**src/rtl/hpfr_pkg.sv**
```systemverilog
package hpfr_pkg;

  localparam int unsigned COUNTER_WIDTH_DEF = 16;
  localparam int unsigned QUEUE_DEPTH       = 2;
  localparam int unsigned APB_AW            = 5;
  localparam int unsigned APB_DW            = 32;

  localparam logic [7:0] HDR_A = 8'h71;
  localparam logic [7:0] HDR_B = 8'h31;
  localparam logic [7:0] HDR_C = 8'hF1;
  localparam logic [8:0] LEN_EXTRA = 9'd3;

  localparam logic [8:0] MAX_SIZE_RST  = 9'd255;
  localparam logic [8:0] NORM_SIZE_RST = 9'd203;
  localparam logic [8:0] OPT_SIZE_RST  = 9'd20;
  localparam logic [7:0] NORM_CODE_RST = 8'd16;
  localparam logic [7:0] EXTRA_CODE_RST = 8'd33;

  typedef enum logic [2:0] {
    REG_MAX_SIZE   = 3'd0,
    REG_NORM_SIZE  = 3'd1,
    REG_OPT_SIZE   = 3'd2,
    REG_NORM_CODE  = 3'd3,
    REG_EXTRA_CODE = 3'd4
  } reg_idx_e;

  typedef enum logic [2:0] {
    EV_BUSY       = 3'd0,
    EV_BAD_HEADER = 3'd1,
    EV_BAD_CSUM   = 3'd2,
    EV_OVERLONG   = 3'd3,
    EV_NORMAL     = 3'd4,
    EV_EXTRA      = 3'd5,
    EV_OPTIONAL   = 3'd6,
    EV_OTHER      = 3'd7
  } frame_event_e;

  typedef struct packed {
    logic [8:0] max_size;
    logic [8:0] norm_size;
    logic [8:0] opt_size;
    logic [7:0] norm_code;
    logic [7:0] extra_code;
  } cfg_t;

  // one classified byte on its way to the back end
  typedef struct packed {
    logic [7:0]   data;
    logic [8:0]   pos;
    frame_event_e ev;
  } q_item_t;

endpackage

```
**src/rtl/heat_pump_frame_receiver_core.sv**
```systemverilog
// Channel   Direction  Handshake               Payload
// rx        in         push / full             rx_byte_i
// result    out        empty / pop             byte_echo_o ... bad_checksum_count_o
// config    in         APB psel/penable/pwrite paddr[4:2] selects register, pwdata
//
// One byte per cycle sustained while the result side keeps popping; a byte reaches the
// result ports via the front classifier, a 2-entry queue and the back-end output register.
// The front end tracks frame position and checksum; the back end holds counters.
// Reset clears all frame state, counters and the sticky flag; config regs reload.
// A stalled result output holds the back end; the queue then fills and raises full.
module heat_pump_frame_receiver_core import hpfr_pkg::*; #(
  parameter int unsigned COUNTER_WIDTH = COUNTER_WIDTH_DEF
) (
  input  logic              clk_i,
  input  logic              rst_ni,
  input  logic              push,
  output logic              full,
  input  logic [7:0]        rx_byte_i,
  output logic              empty,
  input  logic              pop,
  output logic [7:0]        byte_echo_o,
  output logic [8:0]        byte_position_o,
  output logic [2:0]        frame_event_o,
  output logic              extra_seen_o,
  output logic [15:0]       total_count_o,
  output logic [15:0]       good_count_o,
  output logic [15:0]       bad_header_count_o,
  output logic [15:0]       bad_checksum_count_o,
  input  logic              psel,
  input  logic              penable,
  input  logic              pwrite,
  input  logic [APB_AW-1:0] paddr,
  input  logic [APB_DW-1:0] pwdata,
  output logic [APB_DW-1:0] prdata,
  output logic              pready
);

  cfg_t     cfg_q;
  logic     cfg_wr;
  reg_idx_e reg_idx;
  logic     q_push, q_full, q_pop, q_empty;
  q_item_t  q_in, q_out;

  assign pready  = 1'b1;
  assign cfg_wr  = psel && penable && pwrite && pready;
  assign reg_idx = reg_idx_e'(paddr[4:2]);

  always_ff @(posedge clk_i or negedge rst_ni) begin
    if (!rst_ni) begin
      cfg_q.max_size   <= MAX_SIZE_RST;
      cfg_q.norm_size  <= NORM_SIZE_RST;
      cfg_q.opt_size   <= OPT_SIZE_RST;
      cfg_q.norm_code  <= NORM_CODE_RST;
      cfg_q.extra_code <= EXTRA_CODE_RST;
    end else if (cfg_wr) begin
      case (reg_idx)
        REG_MAX_SIZE:   cfg_q.max_size   <= pwdata[8:0];
        REG_NORM_SIZE:  cfg_q.norm_size  <= pwdata[8:0];
        REG_OPT_SIZE:   cfg_q.opt_size   <= pwdata[8:0];
        REG_NORM_CODE:  cfg_q.norm_code  <= pwdata[7:0];
        REG_EXTRA_CODE: cfg_q.extra_code <= pwdata[7:0];
        default: ;
      endcase
    end
  end

  always_comb begin
    case (reg_idx)
      REG_MAX_SIZE:   prdata = APB_DW'(cfg_q.max_size);
      REG_NORM_SIZE:  prdata = APB_DW'(cfg_q.norm_size);
      REG_OPT_SIZE:   prdata = APB_DW'(cfg_q.opt_size);
      REG_NORM_CODE:  prdata = APB_DW'(cfg_q.norm_code);
      REG_EXTRA_CODE: prdata = APB_DW'(cfg_q.extra_code);
      default:        prdata = '0;
    endcase
  end

  assign full = q_full;

  hpfr_front u_front (
    .clk_i    (clk_i),
    .rst_ni   (rst_ni),
    .push_i   (push),
    .data_i   (rx_byte_i),
    .cfg_i    (cfg_q),
    .q_full_i (q_full),
    .q_push_o (q_push),
    .q_item_o (q_in)
  );

  hpfr_queue #(
    .DEPTH (QUEUE_DEPTH)
  ) u_queue (
    .clk_i   (clk_i),
    .rst_ni  (rst_ni),
    .push_i  (q_push),
    .item_i  (q_in),
    .full_o  (q_full),
    .pop_i   (q_pop),
    .item_o  (q_out),
    .empty_o (q_empty)
  );

  hpfr_back #(
    .CNT_W (COUNTER_WIDTH)
  ) u_back (
    .clk_i                (clk_i),
    .rst_ni               (rst_ni),
    .q_empty_i            (q_empty),
    .q_item_i             (q_out),
    .q_pop_o              (q_pop),
    .pop_i                (pop),
    .empty_o              (empty),
    .byte_echo_o          (byte_echo_o),
    .byte_position_o      (byte_position_o),
    .frame_event_o        (frame_event_o),
    .extra_seen_o         (extra_seen_o),
    .total_count_o        (total_count_o),
    .good_count_o         (good_count_o),
    .bad_header_count_o   (bad_header_count_o),
    .bad_checksum_count_o (bad_checksum_count_o)
  );

`ifndef SYNTHESIS
  a_push_not_full: assert property (@(posedge clk_i) disable iff (!rst_ni)
    q_push |-> !q_full)
    else $error("front pushed into a full queue");

  a_bad_hdr_pos: assert property (@(posedge clk_i) disable iff (!rst_ni)
    (!empty && frame_event_o == EV_BAD_HEADER) |-> (byte_position_o == 9'd0))
    else $error("bad header reported away from frame start");

  a_extra_sticky: assert property (@(posedge clk_i) disable iff (!rst_ni)
    (!empty && frame_event_o == EV_EXTRA) |-> extra_seen_o)
    else $error("extra frame without sticky flag");
`endif

endmodule

```
**src/rtl/hpfr_front.sv**
```systemverilog
module hpfr_front import hpfr_pkg::*; (
  input  logic       clk_i,
  input  logic       rst_ni,
  input  logic       push_i,
  input  logic [7:0] data_i,
  input  cfg_t       cfg_i,
  input  logic       q_full_i,
  output logic       q_push_o,
  output q_item_t    q_item_o
);

  logic [8:0] cnt_q, cnt_d;
  logic [7:0] sum_q, sum_d;
  logic [8:0] len_q, len_d;
  logic [7:0] type_q, type_d;
  logic [7:0] sum_n;
  logic [8:0] cnt_n;
  logic [8:0] len_n;
  logic       hdr_ok;
  frame_event_e ev;

  function automatic frame_event_e classify(input logic [8:0] len,
                                            input logic [7:0] tb,
                                            input cfg_t       cfg);
    frame_event_e res;
    if (len == cfg.norm_size) begin
      if (tb == cfg.norm_code) begin
        res = EV_NORMAL;
      end else if (tb == cfg.extra_code) begin
        res = EV_EXTRA;
      end else begin
        res = EV_OTHER;
      end
    end else if (len == cfg.opt_size) begin
      res = EV_OPTIONAL;
    end else begin
      res = EV_OTHER;
    end
    return res;
  endfunction

  assign q_push_o = push_i && !q_full_i;
  assign hdr_ok   = (data_i == HDR_A) || (data_i == HDR_B) || (data_i == HDR_C);
  assign sum_n    = sum_q + data_i;
  assign cnt_n    = cnt_q + 9'd1;
  assign len_n    = {1'b0, data_i} + LEN_EXTRA;

  always_comb begin
    cnt_d  = cnt_q;
    sum_d  = sum_q;
    len_d  = len_q;
    type_d = type_q;
    ev     = EV_BUSY;
    if (cnt_q == 9'd0) begin
      if (!hdr_ok) begin
        ev = EV_BAD_HEADER;
      end else begin
        sum_d  = data_i;
        type_d = 8'd0;
        cnt_d  = 9'd1;
      end
    end else begin
      sum_d = sum_n;
      if (cnt_q == 9'd1) begin
        len_d = len_n;
        if (len_n > cfg_i.max_size) begin
          ev    = EV_OVERLONG;
          cnt_d = 9'd0;
        end else begin
          cnt_d = 9'd2;
        end
      end else begin
        if (cnt_q == 9'd3) begin
          type_d = data_i;
        end
        cnt_d = cnt_n;
        if (cnt_n == len_q) begin
          // last byte: sum over the whole frame must come out zero
          if (sum_n != 8'd0) begin
            ev = EV_BAD_CSUM;
          end else begin
            ev = classify(len_q, type_d, cfg_i);
          end
          cnt_d = 9'd0;
        end
      end
    end
  end

  assign q_item_o = '{data: data_i, pos: cnt_q, ev: ev};

  always_ff @(posedge clk_i or negedge rst_ni) begin
    if (!rst_ni) begin
      cnt_q  <= '0;
      sum_q  <= '0;
      len_q  <= '0;
      type_q <= '0;
    end else if (q_push_o) begin
      cnt_q  <= cnt_d;
      sum_q  <= sum_d;
      len_q  <= len_d;
      type_q <= type_d;
    end
  end

endmodule

```
**src/rtl/hpfr_queue.sv**
```systemverilog
module hpfr_queue import hpfr_pkg::*; #(
  parameter int unsigned DEPTH = QUEUE_DEPTH
) (
  input  logic    clk_i,
  input  logic    rst_ni,
  input  logic    push_i,
  input  q_item_t item_i,
  output logic    full_o,
  input  logic    pop_i,
  output q_item_t item_o,
  output logic    empty_o
);

  localparam int unsigned PTR_W = (DEPTH > 1) ? $clog2(DEPTH) : 1;
  localparam int unsigned CNT_W = $clog2(DEPTH + 1);

  q_item_t            mem_q [DEPTH];
  logic [PTR_W-1:0]   wr_q, rd_q;
  logic [CNT_W-1:0]   cnt_q;
  logic               do_push, do_pop;

  assign full_o  = (cnt_q == CNT_W'(DEPTH));
  assign empty_o = (cnt_q == '0);
  assign do_push = push_i && !full_o;
  assign do_pop  = pop_i && !empty_o;
  assign item_o  = mem_q[rd_q];

  function automatic logic [PTR_W-1:0] nxt(input logic [PTR_W-1:0] p);
    return (p == PTR_W'(DEPTH - 1)) ? '0 : p + 1'b1;
  endfunction

  always_ff @(posedge clk_i) begin
    if (do_push) begin
      mem_q[wr_q] <= item_i;
    end
  end

  always_ff @(posedge clk_i or negedge rst_ni) begin
    if (!rst_ni) begin
      wr_q  <= '0;
      rd_q  <= '0;
      cnt_q <= '0;
    end else begin
      if (do_push) begin
        wr_q <= nxt(wr_q);
      end
      if (do_pop) begin
        rd_q <= nxt(rd_q);
      end
      if (do_push && !do_pop) begin
        cnt_q <= cnt_q + 1'b1;
      end else if (do_pop && !do_push) begin
        cnt_q <= cnt_q - 1'b1;
      end
    end
  end

endmodule

```
**src/rtl/hpfr_back.sv**
```systemverilog
module hpfr_back import hpfr_pkg::*; #(
  parameter int unsigned CNT_W = COUNTER_WIDTH_DEF
) (
  input  logic        clk_i,
  input  logic        rst_ni,
  input  logic        q_empty_i,
  input  q_item_t     q_item_i,
  output logic        q_pop_o,
  input  logic        pop_i,
  output logic        empty_o,
  output logic [7:0]  byte_echo_o,
  output logic [8:0]  byte_position_o,
  output logic [2:0]  frame_event_o,
  output logic        extra_seen_o,
  output logic [15:0] total_count_o,
  output logic [15:0] good_count_o,
  output logic [15:0] bad_header_count_o,
  output logic [15:0] bad_checksum_count_o
);

  logic             vld_q;
  q_item_t          out_q;
  logic             extra_q;
  logic [CNT_W-1:0] total_q, good_q, bad_hdr_q, bad_sum_q;
  logic             is_good;

  // output slot frees on the same edge it is taken, so one transfer per cycle
  assign q_pop_o = !q_empty_i && (!vld_q || pop_i);
  assign is_good = q_item_i.ev inside {EV_NORMAL, EV_EXTRA, EV_OPTIONAL, EV_OTHER};

  always_ff @(posedge clk_i) begin
    if (q_pop_o) begin
      out_q <= q_item_i;
    end
  end

  // counters always match the item held in the output slot
  always_ff @(posedge clk_i or negedge rst_ni) begin
    if (!rst_ni) begin
      vld_q     <= 1'b0;
      extra_q   <= 1'b0;
      total_q   <= '0;
      good_q    <= '0;
      bad_hdr_q <= '0;
      bad_sum_q <= '0;
    end else begin
      if (q_pop_o) begin
        vld_q <= 1'b1;
        if (q_item_i.pos == 9'd0) begin
          total_q <= total_q + 1'b1;
        end
        if (q_item_i.ev == EV_BAD_HEADER) begin
          bad_hdr_q <= bad_hdr_q + 1'b1;
        end
        if (q_item_i.ev == EV_BAD_CSUM) begin
          bad_sum_q <= bad_sum_q + 1'b1;
        end
        if (is_good) begin
          good_q <= good_q + 1'b1;
        end
        if (q_item_i.ev == EV_EXTRA) begin
          extra_q <= 1'b1;
        end
      end else if (pop_i) begin
        vld_q <= 1'b0;
      end
    end
  end

  assign empty_o              = !vld_q;
  assign byte_echo_o          = out_q.data;
  assign byte_position_o      = out_q.pos;
  assign frame_event_o        = out_q.ev;
  assign extra_seen_o         = extra_q;
  assign total_count_o        = 16'(total_q);
  assign good_count_o         = 16'(good_q);
  assign bad_header_count_o   = 16'(bad_hdr_q);
  assign bad_checksum_count_o = 16'(bad_sum_q);

endmodule

```
**config.mk**
```make
export PLATFORM = sky130hd
export DESIGN_NAME = heat_pump_frame_receiver_core
export DESIGN_NICKNAME = d
export VERILOG_FILES = /design/src/rtl/hpfr_pkg.sv /design/src/rtl/heat_pump_frame_receiver_core.sv /design/src/rtl/hpfr_front.sv /design/src/rtl/hpfr_queue.sv /design/src/rtl/hpfr_back.sv
export SDC_FILE = /design/constraint.sdc
export NUM_CORES = 1
export LEC_CHECK = 0
export BUFFER_PORTS_ARGS = -buffer_cell sky130_fd_sc_hd__buf_2
export CORE_ASPECT_RATIO = 0.9
export CORE_MARGIN = 4
export CORE_UTILIZATION = 52
export CTS_CLUSTER_DIAMETER = 80
export DETAILED_ROUTE_END_ITERATION = 10
export PLACE_DENSITY = 0.85
export SLEW_MARGIN = 10
export SYNTH_ARGS = -nofsm -noshare
export SYNTH_HDL_FRONTEND = slang
export SYNTH_HIERARCHICAL = 1
export SYNTH_SLANG_ARGS = --single-unit
```
**constraint.sdc**
```tcl
create_clock -name clk_i -period 2.4 [get_ports clk_i]
set_input_delay 0.24 -clock clk_i [delete_from_list [all_inputs] [get_ports clk_i]]
set_output_delay 0.24 -clock clk_i [all_outputs]
set_load 0.02 [all_outputs]
```
# [After elaboration in Yosys (flattened, before gate mapping)]
# Memories as Yosys holds them, arrays and structs flattened.
# Cells that the tools add are included.
[word_totals] wordCells=127 ramBits=40 regBits=167 mem_count=1 input_bits=52
[memory_table] memory="u_queue.mem_q" depth=2 word_bits=20 rd=1 rd_ports_with_merged_regs=0 write_ports=1 line_no="hpfr_queue.sv:17" source="q_item_t mem_q [DEPTH];"
[classes] addsub=11 n_reduce_logical=37 mux=32 n_lt_le_gt_ge=1 eq_ne=23 n_bitwise=1
[op_table] operator="16-bit by 1-bit adder with 16-bit output, second input constant" n=4
[op_table] operator="8-bit 2-to-1 mux" n=8
[op_table] operator="9-bit one-hot mux with 5 select lines" n=1
[op_table] operator="9-bit 2-to-1 mux" n=4
[op_table] operator="9-bit == test" n=3
[op_table] operator="2-bit AND reduction" n=11
[op_table] operator="9-bit logical NOT" n=2
[op_table] operator="3-bit 2-to-1 mux" n=6
[op_table] operator="8-bit == test" n=2
[op_table] operator="3-bit == test, second input constant" n=5
[op_table] operator="2-bit 2-to-1 mux" n=5
[op_table] operator="8-bit by 2-bit adder with 9-bit output, second input constant" n=1
[op_table] operator="9-bit by 1-bit adder with 9-bit output, second input constant" n=1
[op_table] operator="3-bit by 2-bit == test with 1-bit output, second input constant" n=3
[op_table] operator="9-bit by 1-bit == test with 1-bit output, second input constant" n=1
[op_table] operator="9-bit by 2-bit == test with 1-bit output, second input constant" n=1
[op_table] operator="9-bit > comparator" n=1
[op_table] operator="8-bit adder" n=1
[op_table] operator="8-bit by 6-bit == test with 1-bit output, second input constant" n=1
[op_table] operator="8-bit by 7-bit == test with 1-bit output, second input constant" n=1
[op_table] operator="8-bit == test, second input constant" n=1
[op_table] operator="1-bit logical AND" n=8
[op_table] operator="1-bit 2-to-1 mux" n=8
[op_table] operator="8-bit nonzero test" n=1
[op_table] operator="other kinds (14)" n=25

# [Logic depth before layout (Yosys ltp)]
# Gate-level depths: netlist (run 1).
[logic_depth] ltp_word=12 depth_mapped=13 depth_no_buf=12

# [Cells and area by module]
# Netlist (run 1), hierarchy kept.
[modules_own_cells] mod="hpfr_back" instances=1 area_each_um2=3723.6 cells_each=293
[modules_own_cells] mod="hpfr_front" instances=1 area_each_um2=3249.4 cells_each=390
[modules_own_cells] mod="heat_pump_frame_receiver_core" instances=1 area_each_um2=2247.2 cells_each=171
[modules_own_cells] mod="hpfr_queue" instances=1 area_each_um2=1637.8 cells_each=81

# [Least setup slack after synthesis (run 1)]
# Ideal clock, no wire load.
[synth_path] kind="input-to-reg" start="input rx_byte_i[1]" end="memory u_queue/mem_q[0][1] in the netlist's numbering (data pin)" path_stages=10 arrival_time_ns=2.366 path_slack_ns=-0.231 path_cell_list="clkbuf_1 -> inv_2 -> fa_1 -> nor2b_1 -> o31a_1 -> a21oi_1 -> nor2_1 -> nand4b_1 -> or4_1 -> a221o_1"
[synth_lines] item="start: declaration" line_no="heat_pump_frame_receiver_core.sv:18" source="input logic [7:0] rx_byte_i,"
[synth_lines] item="end: declaration" line_no="hpfr_queue.sv:17"

==> summary.md, run 1 <==
| Metric | Value |
|---|---|
| Period Utilization, post-route | `113.2%` |
| Maximum root-to-sink buffer count | `3` |
| DRC | `0` |
| Number of buffers and inverters on the critical path | `1` |
| Count of flip-flops with a built-in enable after synthesis | `60` |
| Standard-cell rows | `49` |
| Clock Skews | `8.643 ps` |
| Main flop type after synthesis | `dfrtp_1` |
| Die Y-Extent | `145.1 µm` |
| Power Total | `0.01516 W` |
| Pin count of the biggest net entering global routing | `88` |
| Kind of cell adding the most delay to the critical path | `compound AO/OA/AOI/OAI gates` |
| Cell at the slowest stage of the critical path | `or4_4` |
| Power density cells | `1123 mW/mm²` |
| Setup Viol. Count Final | `11` |
| Post-synthesis share of cell area spent on xor and xnor gates | `9.760%` |
| Vias in the first global route | `8369` |
| Count of TritonRoute iterations in the first routing pass | `5` |
| Transition time at the pin with the least slew margin | `609.2 ps` |
| Violations in the final reports | `setup timing` |
| Via count | `8304` |
| Routability congestion estimate from global placement | `0.9204` |
| Endpoint of the lowest-slack register-to-register path | `u_queue/mem_q[0][1]` |
| Die footprint | `0.02326 mm²` |
| Number of antenna violations at the first check in global routing | `0` |
| Number of design-rule violations left by the first detailed-router iteration | `646` |
| Critical path capture point type | `flop` |
| Number of nets at the end of the flow | `1254` |
| Critical Path Source Type | `flop` |
| Detailed placer's ending HPWL | `19.27 mm` |
| Buffers on Ports | `122` |
| Critical setup path kind | `flop to flop` |
| Maximum frequency from static timing analysis | `368.1 MHz` |
| Portion of netlist area occupied by mux cells | `9.380%` |
| Yosys Warn Count | `6` |
| Post-synthesis share of cell area spent on and, or, nand and nor gates | `14.34%` |
| Post-synthesis cell type count | `84` |
| Final min period | `2716 ps` |
| H-tree Lvls | `1` |
| Unrepaired setup endpoints after global routing | `true` |
| Total count of hold-check failures in the final report | `0` |
| TritonCTS clock tree | `yes` |
| Register-to-Register Path Depth | `9` |
| Post-DR vias/cell | `5.743` |
| Min-delay worst type | `input pin to flop` |
| Global-route usage over all layers | `23.30%` |
| Setup Slack @ Placement | `-321.3 ps` |
| Share of final-layout standard cells stronger than drive strength 1 | `37.03%` |
| Number of nets with antenna violations after routing | `0` |
| Reg2reg start | `u_front/sum_q[2]` |
| Count of antenna diodes in the layout | `0` |
| CTS sink cnt | `207` |
| Flip-flop and latch count after synthesis | `207` |
| Area inside the core boundary | `0.02023 mm²` |
| Worst-path fanout max | `3` |
| VDD IR-drop max | `0.6215 mV` |
| Slack of the worst reg-to-reg path | `-320 ps` |
| Arrival time of the worst setup path | `2960 ps` |
| Stages on the worst setup path | `9` |
| Global-route wire length before repair | `44.82 mm` |
| WL/cell | `19.31 µm` |
| Required @ worst endpoint | `2650 ps` |
| Max-slew violation count | `0` |
| Cell breakdown of the critical path | `ha_1 -> nor2b_2 -> o31a_1 -> buf_4 -> o21a_1 -> nor2_2 -> xnor2_2 -> or4_4 -> a221o_1` |
| Starting density of the core | `53.67%` |
| Cell area reported after detailed placement | `0.01232 mm²` |
| Async SR Flop Fraction | `71.01%` |
| Slowest stage delay, CP | `420 ps` |
| Reported leakage power | `6.138 nW` |
| Min-delay src | `pwdata[4]` |
| GR Overflow Total | `0` |
| Main combinational cell family by area after synthesis | `simple AND/OR/NAND/NOR gates` |
| Finished Cell Area | `0.01350 mm²` |
| Die Span X | `160.3 µm` |
| Cell at the root of the clock tree | `clkbuf_16` |
| Setup slack of the critical path after layout | `-316.4 ps` |
| Arithmetic-cell share of the synthesized area counting full adders, half adders and majority gates | `3.180%` |
| Mean instance size in the synthesized netlist | `11.61 µm²` |
| Number of max-cap violations | `0` |
| Drt total wl | `27.92 mm` |
| Fraction of the mapped netlist area in compound gates | `7.110%` |
| Clk slew on worst S/H paths | `60 ps` |
| Number of cells traversed by the worst hold path | `2` |
| Result of the run | `finished, violations left` |
| IO Pins | `172` |
| Worst slew margin relative to its limit | `59.24%` |
| Latest clock arrival within the worst-skew pair | `510 ps` |
| Layout area overhead | `24.31%` |
| Portion of the post-synthesis area used by sequential elements | `50.68%` |
| Cell count after synthesis | `935` |
| Clock buffer count from CTS | `22` |
| Cell area after synthesis | `0.01086 mm²` |
| Hold Crit Endpoint | `cfg_q[4]` |
report_power, final:
part	switching [W]	total [W]	internal [W]
combinational	0.00341	0.00625	0.00284
sequential	0.000683	0.00537	0.00469
clock	0.00142	0.00354	0.00212
cell type report:
type                    count  area, µm²
fillers                  1439       6734
flip-flops and latches    207       5510
multi-input cells         643       5022
repair buffers            261       1725
clock buffers              26      596.8
well taps                 255      319.1
clock inverters            14      171.4
inverters                  40      152.6
state kept, by name (all words and copies together) (netlist names):
signal / cells
u_queue/cnt_q: 2
u_back/vld_q: 1
u_back/byte_echo_o: 8
u_back/bad_header_count_o: 16
cfg_q: 43
u_back/good_count_o: 16
u_back/total_count_o: 16
u_queue/wr_q: 1
u_front/len_q: 9
u_front/sum_q: 8
u_back/byte_position_o: 9
u_queue/rd_q: 1
u_back/bad_checksum_count_o: 16
u_front/cnt_q: 9
u_front/type_q: 8
u_back/extra_seen_o: 1
u_queue/mem_q: 40
u_back/frame_event_o: 3
what timing repair did:
action                                  CTS  global route
hold buffers                              4             0
resized for setup                        28            25
endpoints found under the setup margin   24            22
pin swaps                                13            12
buffers inserted                         16             9
hold endpoints to repair                 37             0
layout by cell type, fill, tap and decap left out, types with 7 or more instances in the layout:
| master | instances |
|---|---|
| a21oi_1 | 14 |
| a22oi_1 | 7 |
| a31oi_1 | 10 |
| a32oi_1 | 8 |
| and3_1 | 14 |
| and4_1 | 8 |
| buf_2 | 121 |
| buf_4 | 125 |
| buf_6 | 9 |
| clkbuf_16 | 23 |
| conb_1 | 24 |
| dfrtp_1 | 123 |
| dfstp_2 | 18 |
| edfxtp_1 | 60 |
| ha_1 | 23 |
| inv_1 | 34 |
| mux2_1 | 19 |
| mux2_2 | 64 |
| nand2_1 | 66 |
| nand3_1 | 31 |
| nand4_1 | 19 |
| nor2_1 | 34 |
| nor3_1 | 22 |
| nor4_1 | 7 |
| o21ai_0 | 32 |
| xnor2_1 | 60 |
| xor2_1 | 59 |
metrics by stage:
step | hold WS (ps) | cells | utilization [%] | setup TNS [ps]
2_1_floorplan | -55.59 | 957 | - | -215.6
3_3_place_gp | 137.0 | 1381 | 60.89 | -1054
3_5_place_dp | 138.6 | 1381 | 60.89 | -1970
4_1_cts | 8.195 | 1441 | 66.08 | -708.5
5_1_grt | 30.23 | 1446 | 66.72 | -2173
6_report | 29.28 | 1446 | 66.72 | -1384
cells in the mapped netlist (all sizes together) (15+ instances only):
library cell,n,share of area (%)
o21ai,34,1.6
edfxtp,60,17
dfrtp,129,30
and3,15,0.88
nor4,19,1.9
buf,54,3.7
inv,38,1.3
nor3,25,1.3
mux2,83,8.6
nor2,38,1.4
xnor2,62,5.0
nand2,68,2.4
nand4,20,1.2
a21oi,17,0.78
xor2,59,4.8
dfstp,18,4.4
nand3,33,1.7
ha,26,3.0
how the worst max path moves through the flow:
stage | from | end | slack [ps]
after floorplan | u_front/sum_q[0] | u_queue/mem_q[0][1] | -110
after global placement | rx_byte_i[0] | u_queue/mem_q[1][0] | -210
after detailed placement | u_front/sum_q[0] | u_queue/mem_q[1][1] | -320
after CTS | u_front/sum_q[0] | u_queue/mem_q[0][1] | -220
after global routing | u_front/sum_q[0] | u_queue/mem_q[0][1] | -410
final | u_front/sum_q[2] | u_queue/mem_q[0][1] | -320
cells by family after synthesis:
kind of cell,after synthesis
compound gates,116
xor+xnor,121
fa+ha+maj,27
buf+inv,107
flops,207
mux,91
other cells,2
simple gates,264
metal layers:
metal | vias up | track usage [%] | wire length [µm]
met5 | - | 0 | 0
met4 | 0 | 6.237 | 801
met3 | 66 | 3.857 | 1823
met2 | 358 | 39.68 | 13730
met1 | 4098 | 31.15 | 11560
li1 | 3782 | - | -
Note: power is estimated with default switching activity, not from simulation.
==> run 2: changes to the inputs <==
Settings changed: TNS_END_PERCENT set to 100.
Clock period 2.4 ns to 2.44 ns, I/O delays scaled along.
==> summary.md, run 2 (same netlist as run 1, synthesis figures left out) <==
| Metric | Value |
|---|---|
| Maximum root-to-sink buffer count | `3` |
| Number of nets at the end of the flow | `1246` |
| Cell at the root of the clock tree | `clkbuf_16` |
| Critical Path Source Type | `flop` |
| Flip-flop count of the largest register after layout | `43` |
| Routability congestion estimate from global placement | `0.9567` |
| Setup TNS | `-1171 ps` |
| Finished Cell Area | `0.01346 mm²` |
| Via count | `8261` |
| Result of the run | `finished, violations left` |
| Worst-path fanout max | `2` |
| Post-layout utilization of the core | `66.52%` |
| Number of max-cap violations | `0` |
| Die footprint | `0.02326 mm²` |
| Min-delay src | `rx_byte_i[4]` |
| Largest register by flop count | `cfg_q` |
| Detailed placer's ending HPWL | `19.75 mm` |
| Starting density of the core | `53.67%` |
| H-tree Lvls | `1` |
| Global-route usage over all layers | `23.07%` |
| Period Utilization, post-route | `109.3%` |
| Violations in the final reports | `setup timing` |
| Post-DR vias/cell | `5.741` |
| Required @ worst endpoint | `2690 ps` |
| DRC | `0` |
| VDD IR-drop max | `0.7443 mV` |
| Min-delay worst type | `input pin to flop` |
| Standard-cell rows | `49` |
| Area inside the core boundary | `0.02023 mm²` |
| Max-slew violation count | `0` |
| Number of design-rule violations left by the first detailed-router iteration | `737` |
| Power density cells | `1096 mW/mm²` |
| Worst slew margin relative to its limit | `63.77%` |
| Total count of hold-check failures in the final report | `0` |
| Hold Crit Endpoint | `u_queue/mem_q[0][16]` |
| Pin count of the biggest net entering global routing | `61` |
| Global-route wire length before repair | `44.60 mm` |
| Slack of the worst reg-to-reg path | `-230 ps` |
| Most frequent cells in the layout | `dfrtp_1, buf_2, buf_4` |
| Number of cells traversed by the worst hold path | `1` |
| Clock buffer count from CTS | `23` |
| CTS sink cnt | `207` |
| Clock Skews | `11.22 ps` |
| Vias in the first global route | `8438` |
| Critical path capture point type | `flop` |
| Reported leakage power | `6.153 nW` |
| Top flop regs | `cfg_q x43, u_queue/mem_q x40` |
| Number of antenna violations at the first check in global routing | `0` |
| Setup slack of the critical path after layout | `-227.6 ps` |
| Transition time at the pin with the least slew margin | `541.4 ps` |
| IO Pins | `172` |
| Endpoint of the lowest-slack register-to-register path | `u_queue/mem_q[1][1]` |
| Register-to-Register Path Depth | `10` |
| Cell area reported after detailed placement | `0.01232 mm²` |
| Arrival time of the worst setup path | `2920 ps` |
| Layout area overhead | `23.95%` |
| Drt total wl | `27.82 mm` |
| Count of antenna diodes in the layout | `0` |
| Buffers on Ports | `122` |
| Die Span X | `160.3 µm` |
| Share of final-layout standard cells stronger than drive strength 1 | `36.15%` |
| Reg2reg start | `u_front/sum_q[0]` |
| Setup Viol. Count Final | `12` |
| Final min period | `2668 ps` |
| Critical setup path kind | `flop to flop` |
| TritonCTS clock tree | `yes` |
| Number of nets with antenna violations after routing | `0` |
| WL/cell | `19.33 µm` |
| Latest clock arrival within the worst-skew pair | `520 ps` |
| Unrepaired setup endpoints after global routing | `true` |
| GR Overflow Total | `0` |
| Most common library cell in the layout ignoring fill and taps | `dfrtp_1` |
| Die Y-Extent | `145.1 µm` |
| Clk slew on worst S/H paths | `60 ps` |
| Count of TritonRoute iterations in the first routing pass | `5` |
| Maximum frequency from static timing analysis | `374.9 MHz` |
run 2: changes by cell type in the layout (fill, tap and decap cells not counted), sizes merged:
cell,before,now
buf,257,247
clkbuf,26,33
clkinv,8,7
nand3,33,34
clkinvlp,5,0
inv,38,39
run 2: worst max-delay path by stage:
stage / from / end / slack [ps] / depth (start not counted)
after global routing: u_front/sum_q[0] / u_queue/mem_q[1][1] / -290 / 10
after global placement: cfg_q[32] / u_queue/mem_q[0][1] / -200 / 7
after CTS: u_front/sum_q[0] / u_queue/mem_q[1][1] / -180 / 10
after detailed placement: cfg_q[31] / u_queue/mem_q[1][1] / -310 / 7
final: u_front/sum_q[0] / u_queue/mem_q[1][1] / -230 / 10
after floorplan: u_front/sum_q[0] / u_queue/mem_q[0][1] / -70 / 10
run 2: final cells by class:
cell class / instances / area [µm²]
sequential: 207 / 5507
multi-input combinational: 644 / 5062
fill: 1482 / 6774
tap: 255 / 319.1
timing repair buffer: 251 / 1652
clock buffer: 33 / 633.1
clock inverter: 9 / 135.1
inverter: 40 / 150.1
run 2: per-layer routing:
metal	GRT usage, %	vias up	wire length, µm	part of all wire [%]
met4	6.710	0	822	3.0
met1	31.49	4103	11910	43
met3	3.432	59	1653	5.9
met2	38.58	344	13430	48
li1	-	3755	-	-
met5	0	-	0	0
run 2: metrics by stage:
step	hold slack (ps)	setup slack (ps)	total power [W]	instances
after floorplan	-51.59	-67.80	0.008524	957
after global placement	190.6	-199.2	0.01040	1379
after detailed placement	193.1	-312.1	0.01067	1379
after CTS	1.940	-180.1	0.01443	1432
after global routing	16.55	-287.3	0.01550	1439
final	14.86	-227.6	0.01475	1439
run 2: power by group:
part	leakage, nW	total (W)	internal, W	switching (W)
clock network	0.379	0.00355	0.00214	0.00141
registers	2.42	0.00530	0.00461	0.000687
logic	3.36	0.00590	0.00265	0.00325
total	6.15	0.0147	0.00940	0.00535
run 2: repair_timing:
action / in CTS / in global routing
endpoints found under the setup margin: 12 / 28
setup buffers: 6 / 6
hold buffers: 4 / 0
cloned: 1 / 1
hold endpoints to repair: 44 / 0
gates resized for setup: 13 / 34
pin swaps: 6 / 16
run 2: critical path, stage by stage (launching register included):
cell	delay (ps)
dfrtp_1	340
ha_2	190
inv_2	40
fa_2	350
nor2b_2	140
o31a_1	170
a21oi_2	50
nor2_1	120
nand4b_1	140
or4_4	500
a221o_1	360
